`src/rtl/brq_pkg.sv`:
```
`default_nettype none

package brq_pkg;

   localparam logic       CMD_SUBMIT        = 1'b0;
   localparam logic       CMD_EVENT         = 1'b1;

   localparam logic [1:0] KIND_START        = 2'd0;
   localparam logic [1:0] KIND_DONE         = 2'd1;
   localparam logic [1:0] KIND_REJECT       = 2'd2;

   localparam logic [5:0] CARD_CMD_READ     = 6'd17;
   localparam logic [5:0] CARD_CMD_WRITE    = 6'd24;
   localparam logic [7:0] DCTRL_BASE        = 8'h90;
   localparam logic [7:0] DCTRL_READ        = 8'h02;
   localparam logic [31:0] DATA_ERR_MASK    = 32'h0000_002A;
   localparam int          BLOCK_SHIFT      = 9;

   localparam int          CSR_INDEX_WIDTH  = 1;
   localparam int          CSR_DATA_WIDTH   = 3;
   localparam logic [CSR_INDEX_WIDTH-1:0] CSR_HIGH_CAPACITY = 1'b0;
   localparam logic [CSR_INDEX_WIDTH-1:0] CSR_RETRY_LIMIT   = 1'b1;
   localparam logic [2:0]  RETRY_LIMIT_RESET = 3'd3;

   localparam int          RSP_DEPTH        = 4;
   localparam int          RSP_PTR_WIDTH    = 2;
   localparam int          RSP_CNT_WIDTH    = 3;

   typedef struct packed {
      logic [31:0] block_number;
      logic        is_read;
      logic [15:0] byte_count;
      logic [31:0] buffer_address;
      logic [7:0]  request_tag;
   } req_entry_type;

   typedef struct packed {
      logic          command;
      req_entry_type entry;
      logic [31:0]   transfer_status;
   } req_item_type;

   typedef struct packed {
      logic [1:0]  result_kind;
      logic [5:0]  card_command;
      logic [31:0] card_argument;
      logic [15:0] data_length;
      logic [7:0]  data_control;
      logic [31:0] dma_address;
      logic [7:0]  done_tag;
      logic        failed;
      logic [31:0] error_status;
      logic        last;
   } rsp_item_type;

   typedef struct packed {
      logic push;
      logic pop;
   } q_ctrl_type;

   typedef struct packed {
      logic first;
      logic second;
   } rsp_push_type;

   function automatic rsp_item_type make_start(input req_entry_type e, input logic hc);
      rsp_item_type r;
      r               = '0;
      r.result_kind   = KIND_START;
      r.card_command  = e.is_read ? CARD_CMD_READ : CARD_CMD_WRITE;
      r.card_argument = hc ? e.block_number : (e.block_number << BLOCK_SHIFT);
      r.data_length   = e.byte_count;
      r.data_control  = DCTRL_BASE | (e.is_read ? DCTRL_READ : 8'h00);
      r.dma_address   = e.buffer_address;
      r.done_tag      = e.request_tag;
      r.last          = 1'b1;
      return r;
   endfunction

endpackage

`default_nettype wire

```
`src/rtl/brq_if.sv`:
```
`default_nettype none

interface brq_req_if;
   logic        valid;
   logic        ready;
   logic        command;
   logic [31:0] block_number;
   logic        is_read;
   logic [15:0] byte_count;
   logic [31:0] buffer_address;
   logic [7:0]  request_tag;
   logic [31:0] transfer_status;

   modport source (
      output valid, command, block_number, is_read, byte_count, buffer_address,
             request_tag, transfer_status,
      input  ready
   );
   modport sink (
      input  valid, command, block_number, is_read, byte_count, buffer_address,
             request_tag, transfer_status,
      output ready
   );
endinterface

interface brq_rsp_if;
   logic        valid;
   logic        ready;
   logic [1:0]  result_kind;
   logic [5:0]  card_command;
   logic [31:0] card_argument;
   logic [15:0] data_length;
   logic [7:0]  data_control;
   logic [31:0] dma_address;
   logic [7:0]  done_tag;
   logic        failed;
   logic [31:0] error_status;
   logic        last;

   modport source (
      output valid, result_kind, card_command, card_argument, data_length,
             data_control, dma_address, done_tag, failed, error_status, last,
      input  ready
   );
   modport sink (
      input  valid, result_kind, card_command, card_argument, data_length,
             data_control, dma_address, done_tag, failed, error_status, last,
      output ready
   );
endinterface

`default_nettype wire

```
`src/rtl/brq_queue.sv`:
```
`default_nettype none

module brq_queue
   import brq_pkg::*;
#(
   parameter int DEPTH = 8
) (
   input  wire logic                         clock,
   input  wire logic                         reset,
   input  wire q_ctrl_type                   ctrl,
   input  wire req_entry_type                push_entry,
   output req_entry_type                     head_entry,
   output req_entry_type                     next_entry,
   output logic [$clog2(DEPTH+1)-1:0]        count
);

   localparam int IW = $clog2(DEPTH);
   localparam int CW = $clog2(DEPTH + 1);

   req_entry_type store_ff [DEPTH];

   logic [IW-1:0] head_ff, head_in;
   logic [IW-1:0] tail_ff, tail_in;
   logic [CW-1:0] count_ff, count_in;
   req_entry_type h_ff, h_in;
   req_entry_type n_ff, n_in;
   req_entry_type rd_ff;
   logic [IW:0]   rd_sum;
   logic [IW-1:0] rd_addr;

   function automatic logic [IW-1:0] next_slot(input logic [IW-1:0] i);
      return (i == IW'(DEPTH - 1)) ? '0 : i + 1'b1;
   endfunction

   // head and the entry behind it sit in registers; memory prefetches head+2
   always_comb begin
      head_in  = head_ff;
      tail_in  = tail_ff;
      count_in = count_ff;
      h_in     = h_ff;
      n_in     = n_ff;
      if (ctrl.push) begin
         tail_in  = next_slot(tail_ff);
         count_in = count_ff + 1'b1;
         if (count_ff == '0) begin
            h_in = push_entry;
         end
         if (count_ff == CW'(1)) begin
            n_in = push_entry;
         end
      end
      if (ctrl.pop) begin
         head_in  = next_slot(head_ff);
         count_in = count_ff - 1'b1;
         h_in     = n_ff;
         n_in     = rd_ff;
      end
      rd_sum = {1'b0, head_in} + (IW+1)'(2);
      if (rd_sum >= (IW+1)'(DEPTH)) begin
         rd_sum = rd_sum - (IW+1)'(DEPTH);
      end
      rd_addr = rd_sum[IW-1:0];
   end

   always_ff @(posedge clock) begin
      if (reset) begin
         head_ff  <= '0;
         tail_ff  <= '0;
         count_ff <= '0;
      end else begin
         head_ff  <= head_in;
         tail_ff  <= tail_in;
         count_ff <= count_in;
      end
   end

   always_ff @(posedge clock) begin
      h_ff <= h_in;
      n_ff <= n_in;
   end

   always_ff @(posedge clock) begin
      if (ctrl.push) begin
         store_ff[tail_ff] <= push_entry;
      end
   end

   // bypass a write that lands on the prefetch slot in the same cycle
   always_ff @(posedge clock) begin
      if (ctrl.push && (tail_ff == rd_addr)) begin
         rd_ff <= push_entry;
      end else begin
         rd_ff <= store_ff[rd_addr];
      end
   end

   assign head_entry = h_ff;
   assign next_entry = n_ff;
   assign count      = count_ff;

endmodule

`default_nettype wire

```
`src/rtl/brq_rsp_fifo.sv`:
```
`default_nettype none

module brq_rsp_fifo
   import brq_pkg::*;
(
   input  wire logic                     clock,
   input  wire logic                     reset,
   input  wire rsp_push_type             push,
   input  wire rsp_item_type             first_item,
   input  wire rsp_item_type             second_item,
   output logic [RSP_CNT_WIDTH-1:0]      level,
   brq_rsp_if.source                     rsp_chan
);

   rsp_item_type             slot_ff [RSP_DEPTH];
   logic [RSP_PTR_WIDTH-1:0] wr_ptr_ff, wr_ptr_in;
   logic [RSP_PTR_WIDTH-1:0] rd_ptr_ff, rd_ptr_in;
   logic [RSP_CNT_WIDTH-1:0] count_ff, count_in;
   logic                     pop;
   rsp_item_type             out_item;

   assign pop = rsp_chan.valid && rsp_chan.ready;

   always_comb begin
      wr_ptr_in = wr_ptr_ff + RSP_PTR_WIDTH'(push.first) + RSP_PTR_WIDTH'(push.second);
      rd_ptr_in = rd_ptr_ff + RSP_PTR_WIDTH'(pop);
      count_in  = count_ff + RSP_CNT_WIDTH'(push.first) + RSP_CNT_WIDTH'(push.second)
                  - RSP_CNT_WIDTH'(pop);
   end

   always_ff @(posedge clock) begin
      if (reset) begin
         wr_ptr_ff <= '0;
         rd_ptr_ff <= '0;
         count_ff  <= '0;
      end else begin
         wr_ptr_ff <= wr_ptr_in;
         rd_ptr_ff <= rd_ptr_in;
         count_ff  <= count_in;
      end
   end

   always_ff @(posedge clock) begin
      if (push.first) begin
         slot_ff[wr_ptr_ff] <= first_item;
      end
      if (push.second) begin
         slot_ff[wr_ptr_ff + 1'b1] <= second_item;
      end
   end

   assign out_item               = slot_ff[rd_ptr_ff];
   assign level                  = count_ff;
   assign rsp_chan.valid         = (count_ff != '0);
   assign rsp_chan.result_kind   = out_item.result_kind;
   assign rsp_chan.card_command  = out_item.card_command;
   assign rsp_chan.card_argument = out_item.card_argument;
   assign rsp_chan.data_length   = out_item.data_length;
   assign rsp_chan.data_control  = out_item.data_control;
   assign rsp_chan.dma_address   = out_item.dma_address;
   assign rsp_chan.done_tag      = out_item.done_tag;
   assign rsp_chan.failed        = out_item.failed;
   assign rsp_chan.error_status  = out_item.error_status;
   assign rsp_chan.last          = out_item.last;

endmodule

`default_nettype wire

```
`src/rtl/block_request_queue_with_retry.sv`:
```
`default_nettype none

// An item is registered at acceptance; any results it has enter the result queue once it
// proceeds, which it does only while the result queue has room for two results.
// Throughput: one item per cycle while the result queue has room for two results.
// Reset (synchronous): queue empty, retry count zero, byte addressing, retry limit 3.
// Request storage is not cleared; only entries written since are read.
module block_request_queue_with_retry
   import brq_pkg::*;
#(
   parameter int QUEUE_DEPTH = 8
) (
   input  wire logic                        clock,
   input  wire logic                        reset,
   brq_req_if.sink                          req_chan,
   brq_rsp_if.source                        rsp_chan,
   input  wire logic                        csr_write_enable,
   input  wire logic [CSR_INDEX_WIDTH-1:0]  csr_index,
   input  wire logic [CSR_DATA_WIDTH-1:0]   csr_write_data
);

   localparam int CW = $clog2(QUEUE_DEPTH + 1);

   logic                     in_vld_ff;
   req_item_type             in_ff;
   logic                     hc_ff;
   logic [2:0]               limit_ff;
   logic [2:0]               retry_ff, retry_in;
   logic                     proceed;
   logic                     data_err;
   q_ctrl_type               q_ctrl;
   req_entry_type            head_entry;
   req_entry_type            next_entry;
   logic [CW-1:0]            q_count;
   rsp_push_type             rsp_push;
   rsp_item_type             first_item;
   rsp_item_type             second_item;
   logic [RSP_CNT_WIDTH-1:0] rsp_level;

   assign proceed = in_vld_ff && (rsp_level <= RSP_CNT_WIDTH'(RSP_DEPTH - 2));
   assign req_chan.ready = !in_vld_ff || proceed;

   always_ff @(posedge clock) begin
      if (reset) begin
         in_vld_ff <= 1'b0;
      end else if (req_chan.ready) begin
         in_vld_ff <= req_chan.valid;
      end
   end

   always_ff @(posedge clock) begin
      if (req_chan.valid && req_chan.ready) begin
         in_ff.command              <= req_chan.command;
         in_ff.entry.block_number   <= req_chan.block_number;
         in_ff.entry.is_read        <= req_chan.is_read;
         in_ff.entry.byte_count     <= req_chan.byte_count;
         in_ff.entry.buffer_address <= req_chan.buffer_address;
         in_ff.entry.request_tag    <= req_chan.request_tag;
         in_ff.transfer_status      <= req_chan.transfer_status;
      end
   end

   always_ff @(posedge clock) begin
      if (reset) begin
         hc_ff    <= 1'b0;
         limit_ff <= RETRY_LIMIT_RESET;
      end else if (csr_write_enable) begin
         unique case (csr_index)
            CSR_HIGH_CAPACITY: hc_ff    <= csr_write_data[0];
            CSR_RETRY_LIMIT:   limit_ff <= csr_write_data;
         endcase
      end
   end

   assign data_err = |(in_ff.transfer_status & DATA_ERR_MASK);

   // a transfer is running exactly when the queue holds a request
   always_comb begin
      q_ctrl      = '0;
      rsp_push    = '0;
      first_item  = '0;
      second_item = '0;
      retry_in    = retry_ff;
      if (proceed) begin
         unique case (in_ff.command)
            CMD_SUBMIT: begin
               if (q_count == CW'(QUEUE_DEPTH)) begin
                  first_item.result_kind = KIND_REJECT;
                  first_item.done_tag    = in_ff.entry.request_tag;
                  first_item.last        = 1'b1;
                  rsp_push.first         = 1'b1;
               end else begin
                  q_ctrl.push = 1'b1;
                  if (q_count == '0) begin
                     retry_in       = '0;
                     first_item     = make_start(in_ff.entry, hc_ff);
                     rsp_push.first = 1'b1;
                  end
               end
            end
            CMD_EVENT: begin
               if (q_count != '0) begin
                  rsp_push.first = 1'b1;
                  if (data_err && (retry_ff < limit_ff)) begin
                     retry_in   = retry_ff + 1'b1;
                     first_item = make_start(head_entry, hc_ff);
                  end else begin
                     retry_in                = '0;
                     q_ctrl.pop              = 1'b1;
                     first_item.result_kind  = KIND_DONE;
                     first_item.done_tag     = head_entry.request_tag;
                     first_item.failed       = data_err;
                     first_item.error_status = data_err ? in_ff.transfer_status : '0;
                     first_item.last         = (q_count == CW'(1));
                     if (q_count != CW'(1)) begin
                        second_item     = make_start(next_entry, hc_ff);
                        rsp_push.second = 1'b1;
                     end
                  end
               end
            end
         endcase
      end
   end

   always_ff @(posedge clock) begin
      if (reset) begin
         retry_ff <= '0;
      end else begin
         retry_ff <= retry_in;
      end
   end

   brq_queue #(
      .DEPTH (QUEUE_DEPTH)
   ) u_queue (
      .clock      (clock),
      .reset      (reset),
      .ctrl       (q_ctrl),
      .push_entry (in_ff.entry),
      .head_entry (head_entry),
      .next_entry (next_entry),
      .count      (q_count)
   );

   brq_rsp_fifo u_rsp_fifo (
      .clock       (clock),
      .reset       (reset),
      .push        (rsp_push),
      .first_item  (first_item),
      .second_item (second_item),
      .level       (rsp_level),
      .rsp_chan    (rsp_chan)
   );

`ifndef SYNTHESIS
   a_queue_bound: assert property (@(posedge clock) disable iff (reset)
      q_count <= CW'(QUEUE_DEPTH))
      else $error("request queue count beyond depth");

   a_retry_needs_head: assert property (@(posedge clock) disable iff (reset)
      retry_ff != '0 |-> q_count != '0)
      else $error("retry count held with empty queue");

   a_submit_enqueues: assert property (@(posedge clock) disable iff (reset)
      proceed && (in_ff.command == CMD_SUBMIT) && (q_count != CW'(QUEUE_DEPTH))
      |=> q_count == CW'($past(q_count) + 1'b1))
      else $error("accepted submit did not enqueue");

   a_rsp_room: assert property (@(posedge clock) disable iff (reset)
      rsp_level <= RSP_CNT_WIDTH'(RSP_DEPTH))
      else $error("result queue overflow");
`endif

endmodule

`default_nettype wire
```
`src/flat_wrapper.sv`:
```
// flat-port wrapper written by rule: the top's interface ports become plain ports
module block_request_queue_with_retry_flat import brq_pkg::*;
#(
   parameter int QUEUE_DEPTH = 8
)
  (clock, reset, csr_write_enable, csr_index, csr_write_data, req_chan_valid, req_chan_command, req_chan_block_number, req_chan_is_read, req_chan_byte_count, req_chan_buffer_address, req_chan_request_tag, req_chan_transfer_status, req_chan_ready, rsp_chan_valid, rsp_chan_result_kind, rsp_chan_card_command, rsp_chan_card_argument, rsp_chan_data_length, rsp_chan_data_control, rsp_chan_dma_address, rsp_chan_done_tag, rsp_chan_failed, rsp_chan_error_status, rsp_chan_last, rsp_chan_ready);
  brq_req_if req_chan_i ();
  brq_rsp_if rsp_chan_i ();
  input  wire logic clock;
  input  wire logic reset;
  input  wire logic csr_write_enable;
  input  wire logic [CSR_INDEX_WIDTH-1:0] csr_index;
  input  wire logic [CSR_DATA_WIDTH-1:0] csr_write_data;
  input wire logic [$bits(req_chan_i.valid)-1:0] req_chan_valid;
  input wire logic [$bits(req_chan_i.command)-1:0] req_chan_command;
  input wire logic [$bits(req_chan_i.block_number)-1:0] req_chan_block_number;
  input wire logic [$bits(req_chan_i.is_read)-1:0] req_chan_is_read;
  input wire logic [$bits(req_chan_i.byte_count)-1:0] req_chan_byte_count;
  input wire logic [$bits(req_chan_i.buffer_address)-1:0] req_chan_buffer_address;
  input wire logic [$bits(req_chan_i.request_tag)-1:0] req_chan_request_tag;
  input wire logic [$bits(req_chan_i.transfer_status)-1:0] req_chan_transfer_status;
  output wire logic [$bits(req_chan_i.ready)-1:0] req_chan_ready;
  output wire logic [$bits(rsp_chan_i.valid)-1:0] rsp_chan_valid;
  output wire logic [$bits(rsp_chan_i.result_kind)-1:0] rsp_chan_result_kind;
  output wire logic [$bits(rsp_chan_i.card_command)-1:0] rsp_chan_card_command;
  output wire logic [$bits(rsp_chan_i.card_argument)-1:0] rsp_chan_card_argument;
  output wire logic [$bits(rsp_chan_i.data_length)-1:0] rsp_chan_data_length;
  output wire logic [$bits(rsp_chan_i.data_control)-1:0] rsp_chan_data_control;
  output wire logic [$bits(rsp_chan_i.dma_address)-1:0] rsp_chan_dma_address;
  output wire logic [$bits(rsp_chan_i.done_tag)-1:0] rsp_chan_done_tag;
  output wire logic [$bits(rsp_chan_i.failed)-1:0] rsp_chan_failed;
  output wire logic [$bits(rsp_chan_i.error_status)-1:0] rsp_chan_error_status;
  output wire logic [$bits(rsp_chan_i.last)-1:0] rsp_chan_last;
  input wire logic [$bits(rsp_chan_i.ready)-1:0] rsp_chan_ready;
  assign req_chan_i.valid = req_chan_valid;
  assign req_chan_i.command = req_chan_command;
  assign req_chan_i.block_number = req_chan_block_number;
  assign req_chan_i.is_read = req_chan_is_read;
  assign req_chan_i.byte_count = req_chan_byte_count;
  assign req_chan_i.buffer_address = req_chan_buffer_address;
  assign req_chan_i.request_tag = req_chan_request_tag;
  assign req_chan_i.transfer_status = req_chan_transfer_status;
  assign req_chan_ready = req_chan_i.ready;
  assign rsp_chan_valid = rsp_chan_i.valid;
  assign rsp_chan_result_kind = rsp_chan_i.result_kind;
  assign rsp_chan_card_command = rsp_chan_i.card_command;
  assign rsp_chan_card_argument = rsp_chan_i.card_argument;
  assign rsp_chan_data_length = rsp_chan_i.data_length;
  assign rsp_chan_data_control = rsp_chan_i.data_control;
  assign rsp_chan_dma_address = rsp_chan_i.dma_address;
  assign rsp_chan_done_tag = rsp_chan_i.done_tag;
  assign rsp_chan_failed = rsp_chan_i.failed;
  assign rsp_chan_error_status = rsp_chan_i.error_status;
  assign rsp_chan_last = rsp_chan_i.last;
  assign rsp_chan_i.ready = rsp_chan_ready;
  block_request_queue_with_retry #(.QUEUE_DEPTH(QUEUE_DEPTH)) u_core (.clock(clock), .reset(reset), .req_chan(req_chan_i), .rsp_chan(rsp_chan_i), .csr_write_enable(csr_write_enable), .csr_index(csr_index), .csr_write_data(csr_write_data));
endmodule
```
`config.mk`:
```
export PLATFORM = sky130hd
export DESIGN_NAME = block_request_queue_with_retry_flat
export DESIGN_NICKNAME = d
export VERILOG_FILES = /design/src/rtl/brq_pkg.sv /design/src/rtl/brq_if.sv /design/src/rtl/brq_queue.sv /design/src/rtl/brq_rsp_fifo.sv /design/src/rtl/block_request_queue_with_retry.sv /design/src/flat_wrapper.sv
export SDC_FILE = /design/constraint.sdc
export NUM_CORES = 2
export LEC_CHECK = 0
export BUFFER_PORTS_ARGS = -buffer_cell sky130_fd_sc_hd__buf_2
export CORE_UTILIZATION = 25
export CTS_BUF_LIST = sky130_fd_sc_hd__clkbuf_16
export DETAILED_ROUTE_END_ITERATION = 10
export HOLD_SLACK_MARGIN = 0.03
export REMOVE_ABC_BUFFERS = 1
export SYNTH_ARGS = -nofsm -noshare
export SYNTH_HDL_FRONTEND = slang
export SYNTH_SLANG_ARGS = --single-unit
```
`constraint.sdc`:
```
create_clock -name clock -period 11.3 [get_ports clock]
set_input_delay 0.565 -clock clock [delete_from_list [all_inputs] [get_ports clock]]
set_output_delay 0.565 -clock clock [all_outputs]
set_load 0.005 [all_outputs]
```
# After elaboration in Yosys (flattened, before gate mapping)
# Memory sizes are Yosys's and may differ from the RTL's. A register that Yosys moved wholly into a read port is not among the register bits.
# Index checks and enable logic that the tools add are counted.
# Widths: inputs -> output; s select.
dict set report classes {
  n_lt_le_gt_ge 3
  add_sub_neg 14
  n_eq_ne 8
  reduce_logical 18
  mux 65
  bitwise_logic 2
}
# operator n
set ops {}
lappend ops {{$mux 138} 4}
lappend ops {{$mux 89} 6}
lappend ops {{$mux 136} 3}
lappend ops {{$pmux 138 s2} 1}
lappend ops {{$mux 94} 2}
lappend ops {{$mux 137} 1}
lappend ops {{$mux 32} 4}
lappend ops {{$mux 34} 1}
lappend ops {{$mux 33} 1}
lappend ops {{$mux 3} 8}
lappend ops {{$mux 4} 5}
lappend ops {{$mux 1} 18}
lappend ops {{$mux 2} 8}
lappend ops {{$add 3x1->3 const B} 3}
lappend ops {{$mux 8} 1}
lappend ops {{$reduce_and 2->1} 4}
lappend ops {{$add 2x1->2} 3}
lappend ops {{$add 3x1->3} 2}
lappend ops {{$eq 3x3->1 const B} 2}
lappend ops {{$pmux 3 s2} 1}
lappend ops {{$reduce_bool 2->1} 3}
lappend ops {{$add 3x2->4 const B} 1}
lappend ops {{$add 4x1->4 const B} 1}
lappend ops {{$eq 4x1->1 const B} 1}
lappend ops {{21 further kinds} 26}
dict set report word_totals {
  ramBits 1264
  inputBits 131
  register_bits 325
  n_memories 2
  wordCells 139
}
# name words word_bits rd rd_clocked_by_memory_dff wr line
set memory_table {}
lappend memory_table {u_core.u_queue.store_ff 8 89 1 1 1 brq_queue.sv:20} ;# req_entry_type store_ff [DEPTH];
lappend memory_table {u_core.u_rsp_fifo.slot_ff 4 138 1 1 2 brq_rsp_fifo.sv:15} ;# rsp_item_type slot_ff [RSP_DEPTH];

# Logic depth before layout (Yosys ltp)
dict set report depth {
  word_depth 10
  mapped_depth 13
  depth_no_buf 11
}

# Hierarchy
# Synthesis repeated with hierarchy kept, for this count alone.
dict set report unflattened {
  hier_cells 3833
  area_unflattened_um2 68351.8
}
# mod seq_area_each_um2 instances area_per_inst_um2 cells_per_inst
set modules_own_cells {}
lappend modules_own_cells {brq_queue 26985.9 1 34674.5 1876}
lappend modules_own_cells {brq_rsp_fifo 16716.0 1 26807.0 1372}
lappend modules_own_cells {block_request_queue_with_retry 3823.7 1 6870.3 585}

# Least setup slack after synthesis
# No wires, ideal clock.
dict set report synth_path {
  kind {flip-flop to flip-flop}
  startpoint {reg u_core.u_queue.count_ff[0] (netlist: u_core.u_queue.count[0])}
  endpoint {mem u_core.u_queue.store_ff[2][0] in the netlist's numbering (enable)}
  path_stages_with_launch 7
  arrival_time_ns 10.324
  path_buffers 0
  synth_period_minus_slack_ns 11.110
  setup_ns 0.786
  t_required_ns 10.514
  slack_ns 0.190
  path_cell_list {dfxtp_1 -> inv_1 -> ha_1 -> nor2b_1 -> nand2_1 -> nand3b_1 -> nor4b_1}
}
dict set report synth_via {
  elab_chain_cells 6
}
# element line
set synth_rtl {}
lappend synth_rtl {{start: declaration} brq_queue.sv:24} ;# logic [CW-1:0] count_ff, count_in;
lappend synth_rtl {{start signal: assignment} brq_queue.sv:73} ;# count_ff <= count_in;
lappend synth_rtl {{$eq 4x4->1} block_request_queue_with_retry.sv:87} ;# if (q_count == CW'(QUEUE_DEPTH)) begin
lappend synth_rtl {{$mux 1} block_request_queue_with_retry.sv:87}
lappend synth_rtl {{$mux 1} block_request_queue_with_retry.sv:85} ;# unique case (in_ff.command)
lappend synth_rtl {{$mux 2} block_request_queue_with_retry.sv:84} ;# if (proceed) begin
lappend synth_rtl {{$mux 1} brq_queue.sv:83} ;# if (ctrl.push) begin
lappend synth_rtl {{$mux 1 (not written as such)} brq_queue.sv:84} ;# store_ff[tail_ff] <= push_entry;
lappend synth_rtl {{end: declaration} brq_queue.sv:20}
# No other way between the ends.

# Worst setup path in the final report
dict set report layout_path {
  startpoint {reg u_core.u_rsp_fifo.count_ff[1] (netlist: u_core.u_rsp_fifo.level[1])}
  endpoint {reg u_core.u_queue.n_ff, in the netlist u_core.u_queue.next_entry[27] (enable)}
}
dict set report layout_via {
  elab_chain_cells 5
}
# element line
set layout_rtl {}
lappend layout_rtl {{start: declaration} brq_rsp_fifo.sv:18} ;# logic [RSP_CNT_WIDTH-1:0] count_ff, count_in;
lappend layout_rtl {{start signal: assignment} brq_rsp_fifo.sv:39} ;# count_ff <= count_in;
lappend layout_rtl {{$le 3x2->1 *} block_request_queue_with_retry.sv:40} ;# assign proceed = in_vld_ff && (rsp_level <= RSP_CNT_WIDTH'(RSP_DEPTH - 2));
lappend layout_rtl {{$logic_and 1x1->1 *} block_request_queue_with_retry.sv:40}
lappend layout_rtl {{$mux 2 *} block_request_queue_with_retry.sv:84}
lappend layout_rtl {{$reduce_bool 2->1 (no source line)} n/a}
lappend layout_rtl {{$reduce_and 2->1 (no source line) *} n/a}
lappend layout_rtl {{end signal: assignment} brq_queue.sv:79} ;# n_ff <= n_in;
lappend layout_rtl {{end: declaration} brq_queue.sv:26} ;# req_entry_type n_ff, n_in;
# Every way passes the cells marked *; elsewhere a longest branch is shown, timed or not.
# A chain may end at the register's enable or synchronous reset.

==> out/metrics.csv <==
metric,value,unit
yosys_most_used_dff,edfxtp_1,
synth_seq_cells,1548,
die_w,506,µm
rr_worst_depth,8,
dpl.cell_count,7210,
gp_congestion,0.783,
clock-sinks,1548,
core-area,252000,µm²
synth-simple-area-share,5.42,%
htreeDepth,4,
first_pass_iters,11,
synth_top_family_by_area,multiplexers,
routed_wl,179000,µm
cts_tree,built,
vias,36259,
synth_warnings,0,
synth_cell_types,64,
synth_edf_count,1380,
num_io_pins,271,
path_clk_slew,0.06,ns
syn_inst,3812,
rsz0062_at_grt,no,
hold_path.class,input pin to register,
crit_arrival,5.63,ns
ys_seq_area_share,70.7,%
layout.nets,4291,
violations,design-rule violations,
r2r-start,u_core.u_rsp_fifo.level[1],
clk_path_buf_depth,3,
start_kind,register,
synth.area.mux_share,14.1,%
grt_pass1_wl,257000,µm
synth_xor_area_share,0.0829,%
placementRows,184,
synth_top_area_share,65.4,%
crit_path_max_fanout,90,
yosysTopAreaCell,edfxtp_1,
syn_area,63400,µm²
synth_compound_area_share,7.07,%
hold_viol,0,
async_reset_ff_share,0,%
ir_worst_vdd,0.134,mV
slew_violations,0,
cap_violations,0,
antenna_found_initial,27,
dp_hpwl,107000,µm
power_density,182,nW/µm²
period_needed,5.24,ns
worstSetupEndpointType,register,
synth_adder_area_share,0.351,%
track_usage,13.7,%
drive_above_1_share,22.9,%
first_iter_violations,3886,
required,11.69,ns
fin_crit_sh,46.3,%
fin_skew,0.0966,ns
fmax,191,MHz
cts_inserted_buffers,166,
total_power,0.0136,W
avgViaCountPerCell,4.75,
antenna_left,0,
cp-endpoint,u_core.u_queue.next_entry[27],
worst_pin_slew,1.25,ns
crit_type,register to register,
slew_headroom,16.4,%
numPortBuffers,262,
cts-root-buf,clkbuf_16,
power.leakage,23.6,nW
die_y,506,µm
finalSetupViolCount,0,
crit_start,u_core.u_rsp_fifo.level[1],
yosys-top-cells-area,"edfxtp_1, mux4_2, dfxtp_1",
grt-ovfl-total,0,
cts_setup_buffers,0,
die-area,256000,µm²
status,"finished, violations left",
stdcell_count,7635,
drc,54,
timing.rr.end,u_core.u_queue.next_entry[27],
grt_pass1_vias,36421,
initial_utilization,25.2,%
grt_start_max_net_pins,120,
syn_area_per_cell,16.6,µm²
worst-r2r-setup-slack,6.06,ns
drt-wirelength-per-cell,23.4,µm
fin_util,29.8,%
area_delta_synth_final,18.2,%
clk_latency,0.84,ns
-- state kept, by name, indices dropped and copies added, names as in the netlist, 4 cells and up, named ones only --
| signal | cells |
|---|---|
| u_core.u_queue.count | 4 |
| u_core.in_ff | 122 |
| u_core.u_rsp_fifo.slot_ff | 508 |
| u_core.u_queue.head_entry | 89 |
| u_core.u_queue.next_entry | 89 |
| u_core.u_queue.store_ff | 712 |
-- worst min path at each step --
stage	startpoint	end	slack [ns]	depth (start not counted)
2_1_floorplan	u_core.limit_ff[0]	u_core.limit_ff[0]	0.43	1
3_3_place_gp	u_core.u_rsp_fifo.slot_ff[1][30]	u_core.u_rsp_fifo.slot_ff[1][30]	0.44	2
3_5_place_dp	u_core.u_rsp_fifo.slot_ff[1][21]	u_core.u_rsp_fifo.slot_ff[1][21]	0.44	2
4_1_cts	req_chan_buffer_address[26]	u_core.in_ff[66]	0.03	1
5_1_grt	req_chan_request_tag[6]	u_core.in_ff[38]	0.05	1
6_report	req_chan_request_tag[6]	u_core.in_ff[38]	0.06	1
-- worst max-delay path, cell delays in order (launching register included) --
cell and delay [ns]:
dfxtp_1 0.32, inv_1 0.11, ha_1 0.23, o21a_1 0.75
buf_4 0.44, nand3_4 0.86, o21ai_4 0.68, buf_4 0.65
buf_4 0.62
-- placed cells by master (no fill, tap or decap), types with 5 or more instances in the layout --
cell type      count
a32o_1            16
a22o_1            17
conb_1             8
edfxtp_1        1380
o21ai_1           21
clkinv_1          37
mux2_2            11
o211ai_1           7
ha_1              13
a21oi_1           87
and3_1             9
clkinv_2          27
o21ai_0          132
a2bb2o_4           6
dfxtp_4            5
bufinv_16         16
mux4_2           305
nand2b_1          15
nand2_2            5
nand3_1          112
nor2_1            22
dfxtp_1          162
nor3_1             9
o2bb2ai_2         10
clkbuf_16        168
buf_4             61
inv_1             51
dlygate4sd3_1    114
nand2_1          564
nand2_4            7
buf_2            262
mux2i_1          194
o2bb2ai_1        159
clkinv_16         11
a21oi_2           35
o22ai_1          130
nor2b_1           13
-- metrics by stage --
step                setup WS (ns)  area, µm²  TNS, ns  hold WS [ns]
floorplan                   -1.27      62000  -274.84         0.427
global placement             6.23      68300        0         0.435
detailed placement           6.16      68300        0         0.444
CTS                          6.03      74900        0        0.0340
global route                 5.75      75000        0        0.0498
finish                       6.06      75000        0        0.0566
-- layer usage --
layer | global-route usage [%] | share of wire (%) | vias to the layer above
met4 | 3.69 | 2.3 | 2
met5 | 0 | 0.0073 | -
met1 | 18.4 | 43 | 18769
li1 | - | - | 15798
met2 | 22.6 | 48 | 1451
met3 | 2.27 | 6.4 | 239
-- kinds of logic after synthesis --
family / after synthesis
AOI/OAI and AO/OA: 636
DFF: 1548
adders and majority gates: 16
and+or+nand+nor: 799
muxes: 511
buffers and inverters: 295
other: 1
xor gates and xnor gates: 6
-- power breakdown --
group	internal [W]	switching, W
Sequential	0.00651	0.000218
Clock	0.00310	0.00235
Combinational	0.000530	0.000927
-- cell usage after synthesis, drive strengths merged (3+ instances only) --
master	instances
buf	178
nand2	576
mux2i	195
nand3	114
a2bb2o	6
or3b	3
a32o	16
mux4	305
nand2b	15
dfxtp	168
fa	3
nor2	26
nor3	14
or2	3
a22o	17
and2	6
xnor2	4
a21oi	123
ha	13
or3	7
o21ai	156
and3	9
nor2b	13
a211o	3
inv	12
mux2	11
o41ai	3
edfxtp	1380
o211ai	8
o22ai	130
nor3b	5
o2bb2ai	169
clkbuf	105
-- cell type report --
| class | count | area, µm² |
|---|---|---|
| inverter | 12 | 47.5 |
| multi-input combinational | 1976 | 17400 |
| antenna | 2 | 5.00 |
| timing repair buffer | 440 | 2970 |
| clock buffer | 168 | 4200 |
| fill | 24715 | 177000 |
| tap | 3348 | 4190 |
| clock inverter | 141 | 1360 |
| sequential | 1548 | 44800 |
-- repair_timing --
| item | in CTS | in global routing |
|---|---|---|
| resized for setup | 0 | 0 |
| hold endpoints to repair | 111 | 3 |
| endpoints found under the setup margin | 0 | 0 |
| hold buffers | 111 | 3 |
(Power assumes the default switching activity.)
